==> config.mk <==
export PLATFORM = sky130hd
export DESIGN_NAME = rle_glyph_row_run_expander
export DESIGN_NICKNAME = d
export VERILOG_FILES = /design/src/design/rgre_pkg.sv /design/src/design/rgre_apb_regs.sv /design/src/design/rgre_seg_unit.sv /design/src/design/rle_glyph_row_run_expander.sv
export VERILOG_INCLUDE_DIRS = /design/src /design/src/design
export SDC_FILE = /design/constraint.sdc
export NUM_CORES = 1
export LEC_CHECK = 0
export ABC_AREA = 1
export BUFFER_PORTS_ARGS = -buffer_cell sky130_fd_sc_hd__clkbuf_2
export CELL_PAD_IN_SITES_DETAIL_PLACEMENT = 1
export CELL_PAD_IN_SITES_GLOBAL_PLACEMENT = 1
export CORE_MARGIN = 4
export CORE_UTILIZATION = 51
export CTS_BUF_LIST = sky130_fd_sc_hd__clkbuf_4 sky130_fd_sc_hd__clkbuf_8
export CTS_CLUSTER_SIZE = 24
export DETAILED_ROUTE_END_ITERATION = 8
export GPL_TIMING_DRIVEN = 1
export PLACE_DENSITY_LB_ADDON = 0.1
export SYNTH_ARGS = -nofsm -noshare
export SYNTH_HDL_FRONTEND = slang
export SYNTH_SLANG_ARGS = --single-unit
==> constraint.sdc <==
create_clock -name clk -period 12.53 [get_ports clk]
set_input_delay 2.506 -clock clk [delete_from_list [all_inputs] [get_ports clk]]
set_output_delay 2.506 -clock clk [all_outputs]
set_load 0.1 [all_outputs]
==> src/design/rle_glyph_row_run_expander_defines.svh <==
// Assertion macros for the run-length glyph row expander.
// Included by the top level; needs no other file.
`ifndef RLE_GLYPH_ROW_RUN_EXPANDER_DEFINES_SVH
`define RLE_GLYPH_ROW_RUN_EXPANDER_DEFINES_SVH

`ifndef SYNTHESIS
`define RGRE_ASSERT_IMP(lbl, clk, rstn, ante, cons) \
	lbl: assert property (@(posedge clk) disable iff (!rstn) (ante) |-> (cons)) \
		else $error("rgre assertion failed");
`define RGRE_ASSERT_NXT(lbl, clk, rstn, ante, cons) \
	lbl: assert property (@(posedge clk) disable iff (!rstn) (ante) |=> (cons)) \
		else $error("rgre assertion failed");
`else
`define RGRE_ASSERT_IMP(lbl, clk, rstn, ante, cons)
`define RGRE_ASSERT_NXT(lbl, clk, rstn, ante, cons)
`endif

`endif

==> src/design/rgre_pkg.sv <==
// Shared types, constants and helpers of the run-length glyph row expander.
// No dependencies.
`default_nettype none

package rgre_pkg;

	localparam logic [7:0] FG_FLAG  = 8'h80;
	localparam logic [7:0] LEN_MASK = 8'h7F;
	localparam logic [7:0] MIN_WIDTH = 8'd3;

	localparam logic [2:0] REG_WIDTH    = 3'd0;
	localparam logic [2:0] REG_HEIGHT   = 3'd1;
	localparam logic [2:0] REG_SCALE    = 3'd2;
	localparam logic [2:0] REG_ORIGIN_X = 3'd3;
	localparam logic [2:0] REG_ORIGIN_Y = 3'd4;
	localparam logic [2:0] REG_FG       = 3'd5;
	localparam logic [2:0] REG_BG       = 3'd6;

	typedef enum logic [2:0] {
		ST_IDLE = 3'b001,
		ST_PREP = 3'b010,
		ST_RUN  = 3'b100
	} state_t;

	typedef struct packed {
		logic [7:0]         glyph_width;
		logic [7:0]         glyph_height;
		logic [3:0]         scale;
		logic signed [15:0] origin_x;
		logic signed [15:0] origin_y;
		logic [15:0]        fg_color;
		logic [15:0]        bg_color;
	} cfg_t;

	typedef struct packed {
		logic [7:0] len;
		logic [7:0] col;
		logic [8:0] row;
		logic [7:0] width;
	} seg_in_t;

	typedef struct packed {
		logic [7:0]         rem_len;
		logic [7:0]         next_col;
		logic [8:0]         next_row;
		logic signed [15:0] run_x;
		logic signed [15:0] run_y;
		logic [10:0]        run_length;
		logic               last;
	} seg_out_t;

	function automatic logic [7:0] eff_width(input logic [7:0] w);
		logic [7:0] r;
		r = w;
		if (w != 8'd0 && w < MIN_WIDTH) begin
			r = MIN_WIDTH;
		end
		return r;
	endfunction

endpackage

`default_nettype wire

==> src/design/rgre_apb_regs.sv <==
// APB register file holding the glyph geometry, scale, origin and colors.
// Depends on rgre_pkg.
`default_nettype none

module rgre_apb_regs (
	input  wire logic          clk,
	input  wire logic          arst_n,
	input  wire logic          psel,
	input  wire logic          penable,
	input  wire logic          pwrite,
	input  wire logic [4:0]    paddr,
	input  wire logic [31:0]   pwdata,
	output logic [31:0]        prdata,
	output logic               pready,
	output rgre_pkg::cfg_t     cfg
);

	logic [2:0] idx;
	logic       wr_en;
	rgre_pkg::cfg_t cfg_q;

	assign idx    = paddr[4:2];
	assign pready = 1'b1;
	assign wr_en  = psel && penable && pwrite;
	assign cfg    = cfg_q;

	always_ff @(posedge clk or negedge arst_n) begin
		if (!arst_n) begin
			cfg_q.glyph_width  <= 8'd8;
			cfg_q.glyph_height <= 8'd8;
			cfg_q.scale        <= 4'd1;
			cfg_q.origin_x     <= 16'sd0;
			cfg_q.origin_y     <= 16'sd0;
			cfg_q.fg_color     <= 16'hFFFF;
			cfg_q.bg_color     <= 16'h0000;
		end else if (wr_en) begin
			case (idx)
				rgre_pkg::REG_WIDTH:    cfg_q.glyph_width  <= pwdata[7:0];
				rgre_pkg::REG_HEIGHT:   cfg_q.glyph_height <= pwdata[7:0];
				rgre_pkg::REG_SCALE:    cfg_q.scale        <= pwdata[3:0];
				rgre_pkg::REG_ORIGIN_X: cfg_q.origin_x     <= pwdata[15:0];
				rgre_pkg::REG_ORIGIN_Y: cfg_q.origin_y     <= pwdata[15:0];
				rgre_pkg::REG_FG:       cfg_q.fg_color     <= pwdata[15:0];
				rgre_pkg::REG_BG:       cfg_q.bg_color     <= pwdata[15:0];
				default: ;
			endcase
		end
	end

	always_comb begin
		case (idx)
			rgre_pkg::REG_WIDTH:    prdata = {24'd0, cfg_q.glyph_width};
			rgre_pkg::REG_HEIGHT:   prdata = {24'd0, cfg_q.glyph_height};
			rgre_pkg::REG_SCALE:    prdata = {28'd0, cfg_q.scale};
			rgre_pkg::REG_ORIGIN_X: prdata = {16'd0, cfg_q.origin_x};
			rgre_pkg::REG_ORIGIN_Y: prdata = {16'd0, cfg_q.origin_y};
			rgre_pkg::REG_FG:       prdata = {16'd0, cfg_q.fg_color};
			rgre_pkg::REG_BG:       prdata = {16'd0, cfg_q.bg_color};
			default:                prdata = 32'd0;
		endcase
	end

endmodule

`default_nettype wire

==> src/design/rgre_seg_unit.sv <==
// Shared segment unit: cuts one row segment off the pending run and computes
// its scaled screen rectangle. Depends on rgre_pkg.
`default_nettype none

module rgre_seg_unit (
	input  wire rgre_pkg::seg_in_t  si,
	input  wire logic [3:0]         scale,
	input  wire logic signed [15:0] origin_x,
	input  wire logic signed [15:0] origin_y,
	output rgre_pkg::seg_out_t      so
);

	logic [7:0]  room;
	logic [7:0]  seg;
	logic [7:0]  col_sum;
	logic [11:0] x_prod;
	logic [12:0] y_prod;
	logic [11:0] l_prod;

	always_comb begin
		room    = si.width - si.col;
		seg     = (si.len < room) ? si.len : room;
		col_sum = si.col + seg;
		x_prod  = {4'd0, si.col} * {8'd0, scale};
		y_prod  = {4'd0, si.row} * {9'd0, scale};
		l_prod  = {4'd0, seg} * {8'd0, scale};

		so.rem_len    = si.len - seg;
		so.last       = (si.len == seg);
		so.run_x      = origin_x + signed'({4'd0, x_prod});
		so.run_y      = origin_y + signed'({3'd0, y_prod});
		so.run_length = l_prod[10:0];
		if (col_sum >= si.width) begin
			so.next_col = 8'd0;
			so.next_row = si.row + 9'd1;
		end else begin
			so.next_col = col_sum;
			so.next_row = si.row;
		end
	end

endmodule

`default_nettype wire

==> src/design/rle_glyph_row_run_expander.sv <==
// Top level of the run-length glyph row expander: sequencer, position state
// and output register. Depends on rgre_pkg, rgre_apb_regs, rgre_seg_unit and the defines header.
//
// Each accepted code byte is one run of a glyph; the block turns it into
// filled rectangles, one per glyph row that the run touches, scaled and
// placed at the configured origin. A byte is taken only while the block is
// idle; it then goes through accept and setup, and a single segment unit
// cuts one segment a cycle while no output beat is held; a hidden
// background run still walks its segments without emitting. A held output
// beat stalls the segment walk. Bytes that arrive after the glyph's pixel
// total pass through accept and setup and produce nothing.
`default_nettype none
`include "rle_glyph_row_run_expander_defines.svh"

module rle_glyph_row_run_expander (
	input  wire logic        clk,
	input  wire logic        arst_n,
	input  wire logic        psel,
	input  wire logic        penable,
	input  wire logic        pwrite,
	input  wire logic [4:0]  paddr,
	input  wire logic [31:0] pwdata,
	output logic [31:0]      prdata,
	output logic             pready,
	input  wire logic        s_tvalid,
	output logic             s_tready,
	input  wire logic [7:0]  s_tdata,  // code_byte
	input  wire logic        s_tuser,  // glyph_start
	output logic             m_tvalid,
	input  wire logic        m_tready,
	output logic [63:0]      m_tdata,  // run_x, run_y, run_length, run_color, zero pad
	output logic             m_tlast   // last_run
);

	rgre_pkg::cfg_t     cfg;
	rgre_pkg::state_t   state_q;
	rgre_pkg::seg_in_t  si;
	rgre_pkg::seg_out_t so;

	logic [7:0]  code_q;
	logic        start_q;
	logic [16:0] pc_q;
	logic [7:0]  col_q;
	logic [8:0]  row_q;
	logic [7:0]  len_q;
	logic        plot_q;
	logic [15:0] color_q;

	logic               out_valid_q;
	logic               out_last_q;
	logic signed [15:0] out_x_q;
	logic signed [15:0] out_y_q;
	logic [10:0]        out_len_q;
	logic [15:0]        out_color_q;

	logic [7:0]  w;
	logic [15:0] total;
	logic [16:0] pc0;
	logic [7:0]  col0;
	logic [8:0]  row0;
	logic        fg;
	logic        run_go;

	rgre_apb_regs u_regs (
		.clk     (clk),
		.arst_n  (arst_n),
		.psel    (psel),
		.penable (penable),
		.pwrite  (pwrite),
		.paddr   (paddr),
		.pwdata  (pwdata),
		.prdata  (prdata),
		.pready  (pready),
		.cfg     (cfg)
	);

	assign w     = rgre_pkg::eff_width(cfg.glyph_width);
	assign total = {8'd0, w} * {8'd0, cfg.glyph_height};
	assign pc0   = start_q ? 17'd0 : pc_q;
	assign col0  = start_q ? 8'd0 : col_q;
	assign row0  = start_q ? 9'd0 : row_q;
	assign fg    = (code_q & rgre_pkg::FG_FLAG) != 8'd0;

	assign si.len   = len_q;
	assign si.col   = col_q;
	assign si.row   = row_q;
	assign si.width = w;

	rgre_seg_unit u_seg (
		.si       (si),
		.scale    (cfg.scale),
		.origin_x (cfg.origin_x),
		.origin_y (cfg.origin_y),
		.so       (so)
	);

	assign s_tready = (state_q == rgre_pkg::ST_IDLE);
	assign run_go   = (state_q == rgre_pkg::ST_RUN) && (!out_valid_q || m_tready);

	always_ff @(posedge clk or negedge arst_n) begin
		if (!arst_n) begin
			state_q <= rgre_pkg::ST_IDLE;
			pc_q    <= 17'd0;
			col_q   <= 8'd0;
			row_q   <= 9'd0;
		end else begin
			case (state_q)
				rgre_pkg::ST_IDLE: begin
					if (s_tvalid) begin
						state_q <= rgre_pkg::ST_PREP;
					end
				end
				rgre_pkg::ST_PREP: begin
					if (pc0 >= {1'b0, total}) begin
						pc_q    <= pc0;
						col_q   <= col0;
						row_q   <= row0;
						state_q <= rgre_pkg::ST_IDLE;
					end else begin
						pc_q <= pc0 + {9'd0, (code_q & rgre_pkg::LEN_MASK)} + 17'd1;
						if (col0 >= w) begin
							col_q <= 8'd0;
							row_q <= row0 + 9'd1;
						end else begin
							col_q <= col0;
							row_q <= row0;
						end
						state_q <= rgre_pkg::ST_RUN;
					end
				end
				rgre_pkg::ST_RUN: begin
					if (run_go) begin
						col_q <= so.next_col;
						row_q <= so.next_row;
						if (so.last) begin
							state_q <= rgre_pkg::ST_IDLE;
						end
					end
				end
				default: state_q <= rgre_pkg::ST_IDLE;
			endcase
		end
	end

	always_ff @(posedge clk) begin
		if (s_tvalid && s_tready) begin
			code_q  <= s_tdata;
			start_q <= s_tuser;
		end
		if (state_q == rgre_pkg::ST_PREP) begin
			len_q   <= (code_q & rgre_pkg::LEN_MASK) + 8'd1;
			plot_q  <= fg || (cfg.fg_color != cfg.bg_color);
			color_q <= fg ? cfg.fg_color : cfg.bg_color;
		end else if (run_go) begin
			len_q <= so.rem_len;
		end
	end

	always_ff @(posedge clk or negedge arst_n) begin
		if (!arst_n) begin
			out_valid_q <= 1'b0;
		end else if (run_go) begin
			out_valid_q <= plot_q;
		end else if (m_tready) begin
			out_valid_q <= 1'b0;
		end
	end

	always_ff @(posedge clk) begin
		if (run_go && plot_q) begin
			out_x_q     <= so.run_x;
			out_y_q     <= so.run_y;
			out_len_q   <= so.run_length;
			out_color_q <= color_q;
			out_last_q  <= so.last;
		end
	end

	assign m_tvalid = out_valid_q;
	assign m_tlast  = out_last_q;
	assign m_tdata  = {5'd0, out_color_q, out_len_q, out_y_q, out_x_q};

	`RGRE_ASSERT_IMP(a_run_col_in_row, clk, arst_n, (state_q == rgre_pkg::ST_RUN), (col_q < w))
	`RGRE_ASSERT_IMP(a_run_len_nonzero, clk, arst_n, (state_q == rgre_pkg::ST_RUN), (len_q != 8'd0))
	`RGRE_ASSERT_NXT(a_prep_one_cycle, clk, arst_n, (state_q == rgre_pkg::ST_PREP), (state_q == rgre_pkg::ST_IDLE || state_q == rgre_pkg::ST_RUN))

endmodule

`default_nettype wire

==> impl_metrics.env <==
export IMPL_status="completed"
export IMPL_timing_hold_ws_ns=0.4206
export IMPL_cts_tree="built"
export IMPL_core_um2=35480
export IMPL_synthArstFlopShare_pct=56.48
export IMPL_cts_hold_buffers=0
export IMPL_vias=15970
export IMPL_hpwlAfterDp_um=42610
export IMPL_crit_top_cell="nand2_1"
export IMPL_power_density_nw_per_um2=290.4
export IMPL_areaGrowthSynthToFinish_pct=9.441
export IMPL_fin_crit_sh_pct=63.30
export IMPL_die_w_um=197.5
export IMPL_skew_ns=0.03889
export IMPL_grtUsageTotal_pct=28.42
export IMPL_cp_max_fo=14
export IMPL_hp_class="reg2reg"
export IMPL_numCtsBuffers=41
export IMPL_slew_violations=0
export IMPL_ys_flop_type="dfrtp_1"
export IMPL_yosysSeqAreaShare_pct=32.22
export IMPL_drc=0
export IMPL_clock_sinks=216
export IMPL_drv_cap=0
export IMPL_dr_pass1_iters=5
export IMPL_ys_types=53
export IMPL_wl_per_cell_um=18.77
export IMPL_grt_max_degree=68
export IMPL_max_clock_freq_mhz=126.1
export IMPL_finalSetupViolCount=0
export IMPL_cp_arrival_ns=8.41
export IMPL_rsz0062_at_grt="no"
export IMPL_ys_warn_count=0
export IMPL_viasPerCell=5.432
export IMPL_cts_resized=0
export IMPL_grt_overflow_total=0
export IMPL_first_global_vias=17130
export IMPL_wirelength_um=55170
export IMPL_gp_congestion=0.8921
export IMPL_hold_viol=0
export IMPL_synth_area_per_cell_um2=7.791
export IMPL_grt_pass1_wl_um=89430
export IMPL_final_cell_mix="611 x nand2_1, 414 x inv_1, 178 x ha_1"
export IMPL_layout_commonest_cell="nand2_1"
export IMPL_std_cell_rows=69
export IMPL_ir_drop_v=0.0002733
export IMPL_required_ns=13.01
export IMPL_period_needed_ns=7.932
export IMPL_drive_gt1_share_pct=9.564
export IMPL_fin_setup_tns_ns=0
export IMPL_drtIter0Drc=759
export IMPL_crit_slowest_cell="dfrtp_1"
export IMPL_ant_nets=0
export IMPL_dieArea_um2=39010
export IMPL_cp_end_kind="flip-flop"
export IMPL_final_util_pct=56.49
export IMPL_clockRootBuffer="clkbuf_8"
export IMPL_power_leakage_nw=10.79
export IMPL_crit_type="reg2reg"
export IMPL_slew_headroom_pct=13.78
export IMPL_r2r_slack_ns=4.60
export IMPL_ioPinCount=153
export IMPL_tightest_slew_ns=1.286
export IMPL_synthesis_area_um2=18320
export IMPL_clockBufferDepth=3
export IMPL_start_util_pct=51.62
export IMPL_cp_start_kind="flip-flop"
export IMPL_dieHeight_um=197.5
export IMPL_portBuffers=112
export IMPL_synth_seq_cells=216
export IMPL_cts_clk_slew_worst_paths_ns=0.06
export IMPL_synth_edff_count=94
export IMPL_htree_levels=2
export IMPL_antenna_found_initial=0
export IMPL_slowest_delay_ns=0.62
export IMPL_post_cts_setup_buffers=0
export IMPL_antenna_cells=0
export IMPL_clock_latency_ns=0.63
export IMPL_synth_cells=2351
export IMPL_final_nets=2756
final cells by class:
cell class / count / area (um^2)
Clock buffer: 63 / 748.2
Clock inverter: 13 / 136.4
Fill cell: 4458 / 15440
Inverter: 418 / 1569
Multi-Input combinational cell: 1645 / 10470
Sequential cell: 216 / 5901
Tap cell: 461 / 576.8
Timing Repair Buffer: 123 / 645.6
routing by layer:
metal	vias up	track usage, %	wire (um)
li1	7667	-	-
met1	7771	35.16	22760
met2	396	49.97	27490
met3	132	4.383	2649
met4	0	11.27	2274
met5	-	0	0
cell usage after synthesis, drive strengths merged (4+ instances only):
cell,n,area [um^2]
a221oi,7,61.31
ha,178,2227
o211ai,4,30.03
dfstp,20,525.5
edfxtp,94,2823
a21oi,116,595.6
fa,80,1602
dfrtp,102,2552
clkbuf,53,200.2
a221o,8,80.08
nor2,162,618.1
o21ai,143,715.7
buf,39,262.8
nand3,82,415.4
inv,416,1562
o21bai,5,37.54
xnor2,30,262.8
or2,9,56.30
o22ai,25,156.4
a31oi,13,81.33
nor3,18,100.1
o221ai,5,43.79
xor2,66,578.1
nand4,27,168.9
nand2,613,2306
a21o,5,37.54
cell families after synthesis:
logic type	synth area share, %
AOI/OAI and AO/OA	10.81
xor gates and xnor gates	4.590
adders and majority gates	20.90
buffers and inverters	11.09
DFF	32.22
other	0.04100
and+or+nand+nor	20.34
where the power goes:
| part | internal (W) | switching, W | total (W) |
|---|---|---|---|
| combinational | 0.00128 | 0.00257 | 0.00385 |
| sequential | 0.00101 | 0.000196 | 0.00121 |
| clock | 0.000427 | 0.000337 | 0.000765 |
state kept, by name, summed over array words and instances (netlist names), 9 cells and up:
| register | cells |
|---|---|
| u_regs.cfg | 84 |
| pc_q | 17 |
| color_q | 16 |
| out_len_q | 11 |
| out_x_q | 16 |
| row_q | 9 |
| out_color_q | 16 |
| out_y_q | 16 |
critical path, delay by kind of cell, from the launching register on:
family,cells,cell delay (ns)
xor gates and xnor gates,1,0.17
buffers and inverters,7,1.11
adders and majority gates,6,1.85
DFF,1,0.62
AOI/OAI and AO/OA,7,1.39
and+or+nand+nor,18,2.65
through the flow:
step | cells | cell area (um^2) | total power [W] | setup WS (ns)
floorplan | 2371 | 18390 | 0.004052 | 5.339
global placement | 2863 | 19160 | 0.004836 | 5.043
detailed placement | 2863 | 19160 | 0.005040 | 4.743
CTS | 2939 | 20050 | 0.005861 | 4.671
global route | 2939 | 20050 | 0.006427 | 4.031
finish | 2939 | 20050 | 0.005820 | 4.598
final timing paths:
| path | start | endpoint | cells past startpoint |
|---|---|---|---|
| max in group asynchronous | arst_n | state_q[2]$_DFFE_PN0P_ | 2 |
| hold / removal | color_q[5]$_DFFE_PP_ | out_color_q[5]$_DFFE_PP_ | 0 |
| min in group asynchronous | arst_n | u_regs.cfg[11]$_DFFE_PN0P_ | 1 |
| hold reg to reg | color_q[5]$_DFFE_PP_ | out_color_q[5]$_DFFE_PP_ | 0 |
| setup / recovery | u_regs.cfg[83]$_DFFE_PN0P_ | row_q[7]$_DFFE_PN0P_ | 39 |
| setup reg to reg | u_regs.cfg[83]$_DFFE_PN0P_ | row_q[7]$_DFFE_PN0P_ | 39 |
Power figures use the tool's default switching activity.
